$ cat src/hdl/bts_pkg.sv
`default_nettype none

package bts_pkg;

    // Fixed field widths of the command and result words.
    localparam int FRAC_W    = 16;
    localparam int COORD_W   = FRAC_W + 1;
    localparam int DIM_W     = 9;
    localparam int CH_W      = 8;
    localparam int NUM_CH    = 4;
    localparam int PIX_W     = CH_W * NUM_CH;
    localparam int NUM_BANKS = 4;
    localparam int BANK_W    = 2;

    // 1.0 in the coordinate format.
    localparam logic [COORD_W-1:0] COORD_ONE = COORD_W'(1) << FRAC_W;

    // Reset value of both size registers.
    localparam logic [DIM_W-1:0] DIM_RESET = DIM_W'(256);

    typedef enum logic
    {
        FUNC_WRITE  = 1'b0,
        FUNC_SAMPLE = 1'b1
    } func_t;

    typedef enum logic [0:0]
    {
        CFG_IMAGE_WIDTH  = 1'b0,
        CFG_IMAGE_HEIGHT = 1'b1
    } cfg_idx_t;

    // Command word.
    typedef struct packed
    {
        func_t              func;
        logic [7:0]         pixel_x;
        logic [7:0]         pixel_y;
        logic [CH_W-1:0]    in_red;
        logic [CH_W-1:0]    in_green;
        logic [CH_W-1:0]    in_blue;
        logic [CH_W-1:0]    in_alpha;
        logic [COORD_W-1:0] u_coord;
        logic [COORD_W-1:0] v_coord;
    } cmd_word_t;

    // Result word.
    typedef struct packed
    {
        logic [CH_W-1:0] out_red;
        logic [CH_W-1:0] out_green;
        logic [CH_W-1:0] out_blue;
        logic [CH_W-1:0] out_alpha;
    } result_word_t;

    // Tap selection that travels alongside the bank read data.
    typedef struct packed
    {
        logic              valid;
        logic [FRAC_W-1:0] frac_x;
        logic [FRAC_W-1:0] frac_y;
        logic              x0_par;
        logic              x1_par;
        logic              y0_par;
        logic              y1_par;
    } tap_sel_t;

    // Floor of a + (b - a) * f / 2^FRAC_W, always within [min(a,b), max(a,b)].
    function automatic logic [CH_W-1:0] lerp8(
        input logic [CH_W-1:0]   a,
        input logic [CH_W-1:0]   b,
        input logic [FRAC_W-1:0] f
    );
        logic signed [CH_W:0]          diff;
        logic signed [CH_W+FRAC_W+1:0] acc;
        diff = $signed({1'b0, b}) - $signed({1'b0, a});
        acc  = $signed({2'b00, a, {FRAC_W{1'b0}}}) + diff * $signed({1'b0, f});
        return acc[FRAC_W +: CH_W];
    endfunction

endpackage

`default_nettype wire

$ cat src/hdl/bts_filter.sv
`default_nettype none

module bts_filter
    import bts_pkg::*;
(
    input  wire logic             clk,
    input  wire logic             rst_n,
    input  wire tap_sel_t         sel,
    input  wire logic [PIX_W-1:0] bank_rdata [NUM_BANKS],
    output logic                  result_valid,
    output result_word_t          result
);

    logic [PIX_W-1:0]  p00;
    logic [PIX_W-1:0]  p10;
    logic [PIX_W-1:0]  p01;
    logic [PIX_W-1:0]  p11;
    logic [PIX_W-1:0]  top_next;
    logic [PIX_W-1:0]  bot_next;
    logic [PIX_W-1:0]  out_next;

    logic              h_valid_reg;
    logic [PIX_W-1:0]  top_reg;
    logic [PIX_W-1:0]  bot_reg;
    logic [FRAC_W-1:0] fy_reg;
    logic              out_valid_reg;
    logic [PIX_W-1:0]  out_reg;

    // Pick the four neighbors out of the banks by their parities.
    assign p00 = bank_rdata[{sel.y0_par, sel.x0_par}];
    assign p10 = bank_rdata[{sel.y0_par, sel.x1_par}];
    assign p01 = bank_rdata[{sel.y1_par, sel.x0_par}];
    assign p11 = bank_rdata[{sel.y1_par, sel.x1_par}];

    // Horizontal pass on the upper and lower row, every channel in parallel.
    always_comb
    begin
        for (int c = 0; c < NUM_CH; c++)
        begin
            top_next[c*CH_W +: CH_W] = lerp8(p00[c*CH_W +: CH_W], p10[c*CH_W +: CH_W],
                                             sel.frac_x);
            bot_next[c*CH_W +: CH_W] = lerp8(p01[c*CH_W +: CH_W], p11[c*CH_W +: CH_W],
                                             sel.frac_x);
        end
    end

    // Vertical pass.
    always_comb
    begin
        for (int c = 0; c < NUM_CH; c++)
        begin
            out_next[c*CH_W +: CH_W] = lerp8(top_reg[c*CH_W +: CH_W],
                                             bot_reg[c*CH_W +: CH_W], fy_reg);
        end
    end

    always_ff @(posedge clk or negedge rst_n)
    begin
        if (!rst_n)
        begin
            h_valid_reg   <= 1'b0;
            out_valid_reg <= 1'b0;
        end
        else
        begin
            h_valid_reg   <= sel.valid;
            out_valid_reg <= h_valid_reg;
        end
    end

    always_ff @(posedge clk)
    begin
        top_reg <= top_next;
        bot_reg <= bot_next;
        fy_reg  <= sel.frac_y;
        out_reg <= out_next;
    end

    // Red leads the result word.
    assign result_valid = out_valid_reg;
    assign result       = {out_reg[0*CH_W +: CH_W], out_reg[1*CH_W +: CH_W],
                           out_reg[2*CH_W +: CH_W], out_reg[3*CH_W +: CH_W]};

endmodule

`default_nettype wire
$ cat config.mk
export PLATFORM = sky130hd
export DESIGN_NAME = bts_filter
export DESIGN_NICKNAME = d
export VERILOG_FILES = /design/src/hdl/bts_pkg.sv /design/src/hdl/bts_filter.sv
export SDC_FILE = /design/constraint.sdc
export NUM_CORES = 2
export LEC_CHECK = 0
export BUFFER_PORTS_ARGS = -buffer_cell sky130_fd_sc_hd__buf_2
export CORE_MARGIN = 5
export CORE_UTILIZATION = 45
export DETAILED_ROUTE_END_ITERATION = 6
export GPL_ROUTABILITY_DRIVEN = 1
export PLACE_DENSITY_LB_ADDON = 0.08
export SYNTH_ARGS = -nofsm -noshare
export SYNTH_HDL_FRONTEND = slang
export SYNTH_SLANG_ARGS = --single-unit
$ cat constraint.sdc
create_clock -name clk -period 7.21 [get_ports clk]
set_input_delay 1.0815 -clock clk [delete_from_list [all_inputs] [get_ports clk]]
set_output_delay 1.0815 -clock clk [all_outputs]
set_load 0.01 [all_outputs]
# Word-level counts from Yosys, hierarchy flattened
# Cells that the tools add are included.
# op_classes
n_addsub,24
n_mul,12
n_lt_le_gt_ge,4
muxes,12
bitwise_logic,4
# op_table
operator,n
adder 24 bit,12
multiplier 9 x 17 -> 24 bit,12
binary-select mux 32 bit (select 2 bit),4
two-way mux 32 bit,8
subtractor 8 x 8 -> 9 bit,12
>= comparator 3 bit (second input constant),4
inverter 2 -> 3 bit,4
# word_totals
regBits,114
inputBits,167
elab_cells,62

# Logic depth before layout (Yosys ltp)
# logic_depth
word_depth,7
depth_mapped,35

# Worst setup path after synthesis
# No wires, ideal clock.
# synth_path
kind,in2reg
startpoint,input sel[3] in the netlist's numbering
endpoint,register bot_reg[15]
t_arrival_ps,9131
required_time_ps,7080
slack_ps,-2050
path_stages,30
path_cell_list,clkbuf_1 clkbuf_1 clkbuf_1 mux4_2 ha_1 fa_1 nor2b_1 o21ai_0 nand2b_1 a21o_1 a21oi_1 xnor2_1 clkbuf_1 nand2_1 fa_1 fa_1 inv_1 fa_1 fa_1 inv_1 fa_1 inv_1 ha_1 or4_4 a221oi_2 a21oi_1 o311a_1 a41o_1 o41ai_2 xnor3_1
# synth_via
elab_chain_len,7
# synth_rtl
item,line_no,rtl
"start, declared",bts_filter.sv:8,"input wire tap_sel_t sel,"
inverter 2 -> 3 bit (implied by the code) (*),bts_filter.sv:32,"assign p01 = bank_rdata[{sel.y1_par, sel.x0_par}];"
binary-select mux 32 bit (select 2 bit) (*),bts_filter.sv:32,
two-way mux 32 bit (implied by the code) (*) (2 in a row),bts_filter.sv:32,
subtractor 8 x 8 -> 9 bit,bts_pkg.sv:76,"diff = $signed({1'b0, b}) - $signed({1'b0, a});"
multiplier 9 x 17 -> 24 bit,bts_pkg.sv:77,"acc = $signed({2'b00, a, {FRAC_W{1'b0}}}) + diff * $signed({1'b0, f});"
adder 24 bit (*),bts_pkg.sv:77,
via bot_next[15],bts_filter.sv:19,logic [PIX_W-1:0] bot_next;
"end signal, assigned",bts_filter.sv:74,bot_reg <= bot_next;
"end, declared",bts_filter.sv:24,logic [PIX_W-1:0] bot_reg;
# The timed path passes the listed nets; every way through them passes the cells marked *. The select of a mux whose other input is x is not followed.

# Worst setup path in the final report
# layout_path
startpoint,input sel[2] in the netlist's numbering
endpoint,register bot_reg[23]
# layout_via
elab_chain_len,7
# layout_rtl
item,line_no,rtl
inverter 2 -> 3 bit (implied by the code),bts_filter.sv:33,"assign p11 = bank_rdata[{sel.y1_par, sel.x1_par}];"
binary-select mux 32 bit (select 2 bit),bts_filter.sv:33,
two-way mux 32 bit (implied by the code) (2 in a row),bts_filter.sv:33,
subtractor 8 x 8 -> 9 bit,bts_pkg.sv:76,
multiplier 9 x 17 -> 24 bit,bts_pkg.sv:77,
adder 24 bit,bts_pkg.sv:77,
via bot_next[23],bts_filter.sv:19,
# The timed path passes the listed nets, and every way through them passes these cells. The select of a mux whose other input is x is not followed.

==> results.yml <==
status:
  status: "finished, violations left"
  violations: "setup timing"
die:
  rows: 135
  dieHeight_um: 378
  die_w_um: 378
  core_um2: 135000
  ios: 200
  dieArea_um2: 143000
  initial_core_util_pct: 45.2
synth:
  synthFlopType: "dfxtp_1"
  ys_ff_latch: 114
  synth_edf_count: 0
  syn_nets: 8776
  avgSynthCellArea_um2: 9.17
  ys.warnings.count: 0
  postSynth.asyncResetShare_pct: 1.75
  syn_inst: 6657
  ys_types: 71
  ys_seq_area_share_pct: 3.76
  syn_area_um2: 61000
timing:
  clock_skew_ns: 0.0215
  tightestPinTransition_ns: 0.950
  fin_crit_sh_pct: 105
  rsz0062_at_grt: "yes"
  max_slew_margin_pct: 36.6
  setup_viol: 44
  fmaxAchievable_mhz: 132
  setup_slack_ns: -0.361
  hold_viol: 0
  slew_viol_final: 0
  fin_crit_ns: 7.57
global_routing:
  grt_use_total_pct: 26.1
  first_global_vias: 51700
  grt_pass1_wl_um: 290000
  antenna_found_initial: 17
  gr-total-overflow: 0
  grt_max_degree: 42
worst_setup_path:
  crit_type: "in2reg"
  cp.arrival_ns: 7.98
  r2r_slack_ns: 0.28
  worstSetupEndpointType: "flip-flop"
  critPathSlowestCell: "fa_1"
  cpMostUsedCell: "buf_4"
  required_ns: 7.62
  start_kind: "primary input"
  worst-path-max-fanout: 8
  cpPeakStageDelay_ns: 0.55
clocking:
  cts_buffers: 17
  h-tree-depth: 4
  clk_root_buffer_cell: "clkbuf_16"
  clock_tree.buffer_depth: 2
  clk_pin_slew_ns: 0.06
  cts_tree: "yes"
  clk-insertion-delay-late_ns: 0.54
  clock-sinks: 114
  holdBufCountCts: 0
routing:
  vias_per_cell: 5.13
  drc: 0
  ant_nets: 0
  vias: 47500
  routed_wl_um: 181000
  wire_per_inst_um: 19.6
  first_iter_violations: 2327
  first_pass_iters: 5
finish:
  drive_above_1_share_pct: 23.5
  design_area_um2: 74000
  fin_nets: 9575
  syn_to_final_growth_pct: 21.3
run:
  cap_viol_max_count: 0
placement:
  gp_congestion: 0.889
  placed_area_um2: 69700
  port_buffers: 199
  place_hpwl_um: 148000
hold_path:
  hp-class: "in2async"
[metrics by stage]
| stage | utilization (%) | std cells | TNS, ns | hold WS, ns | worst slack, ns |
|---|---|---|---|---|---|
| global placement | 51.6 | 9079 | -64.24 | 0.336 | -1.22 |
| global route | 54.8 | 9252 | -19.23 | 0.304 | -0.577 |
| CTS | 53.4 | 9196 | -6.67 | 0.273 | -0.369 |
| detailed placement | 51.6 | 9079 | -67.36 | 0.343 | -1.32 |
| floorplan | - | 6657 | -21.00 | 0.331 | -0.898 |
| finish | 54.8 | 9254 | -7.13 | 0.329 | -0.361 |
[final cells by class]
cell class	instances	area [um2]
fill	12500	61100
multi-input combinational	4840	55000
timing repair buffer	1105	8700
inverter	1378	5180
sequential	114	2290
tap	1781	2230
clock buffer	18	439
clock inverter	14	155
antenna	4	10.0
[cell usage after synthesis (24+ instances only)]
master	n	area, um2
a21boi_0	40	300
a21oi_1	104	521
mux2_2	32	360
ha_1	680	8510
or3b_2	43	377
inv_1	1377	5170
dfxtp_1	112	2240
nand2_1	388	1460
fa_1	1272	25500
nor3_1	41	205
mux2i_1	32	320
nor2b_1	43	269
o21ai_0	131	656
xor2_1	33	289
clkbuf_1	314	1180
mux4_2	64	1440
and2_1	684	4280
nand2b_1	347	2170
xnor2_1	134	1170
nor3b_1	157	1180
nor2_1	327	1230
or2_2	45	282
a21o_1	24	180
[path summary, 6_finish.rpt]
| kind | startpoint | end | depth (start not counted) |
|---|---|---|---|
| max in group asynchronous | rst_n | result_valid$_DFF_PN0_ | 1 |
| worst max register to register | top_reg[1]$_DFF_P_ | out_reg[7]$_DFF_P_ | 28 |
| worst min register to register | h_valid_reg$_DFF_PN0_ | result_valid$_DFF_PN0_ | 0 |
| worst max-delay path | sel[2] | bot_reg[23]$_DFF_P_ | 35 |
| worst min-delay path | rst_n | h_valid_reg$_DFF_PN0_ | 1 |
| min in group clk | h_valid_reg$_DFF_PN0_ | result_valid$_DFF_PN0_ | 0 |
[cells in the final DEF (no fill, tap or decap), types with 16 or more instances in the layout]
cell / instances
clkbuf_16: 18
fa_1: 1254
a21oi_2: 28
nor2_2: 23
nor3b_1: 134
and2_1: 674
o21ai_1: 29
nand2_1: 375
buf_6: 64
o21ai_2: 59
buf_2: 199
or3b_2: 35
dfxtp_1: 111
o21a_1: 23
nor2b_1: 23
o21ai_0: 45
mux2i_1: 25
nor2_1: 291
nor3_1: 35
inv_2: 28
a21boi_2: 29
mux2_2: 22
a21o_1: 24
fa_2: 18
xnor2_1: 118
or2_2: 42
buf_12: 38
a21oi_1: 67
mux4_2: 64
ha_4: 42
nand2b_1: 347
xor2_1: 28
buf_4: 790
nor3b_2: 16
nand3_1: 19
ha_1: 625
inv_1: 1347
[kinds of logic (layout without fill, tap and decap cells)]
kind of cell	Yosys count	after routing	synth area share (%)
and+or+nand+nor	2164	2164	19.7
muxes	128	128	3.48
other	0	4	0
xor gates and xnor gates	170	171	2.51
adders and majority gates	1952	1952	55.7
AOI/OAI and AO/OA	425	425	4.35
DFF	114	114	3.76
buffers and inverters	1704	2515	10.5
[repair_timing]
item | in CTS | in global routing
buffers inserted | 90 | 69
pin swaps | 129 | 205
resized for setup | 256 | 323
gates cloned | 4 | 3
setup endpoints to repair | 70 | 85
[worst max-delay path, delay by kind of cell]
family | cells | cell delay [ns]
simple gates | 7 | 0.91
compound gates | 6 | 1.33
fa+ha+maj | 7 | 2.61
xor+xnor | 1 | 0.12
buf+inv | 13 | 1.41
mux | 1 | 0.51
[layer usage]
metal | GRT usage (%) | vias up | routed length, um
li1 | - | 21800 | -
met1 | 36.4 | 24500 | 81800
met2 | 44.1 | 974 | 87500
met3 | 3.37 | 164 | 8810
met4 | 4.84 | 8 | 3320
met5 | 0 | - | 46
Power is not shown: default switching activity piles up to over one toggle a cycle in this logic, so the estimate is an artifact.
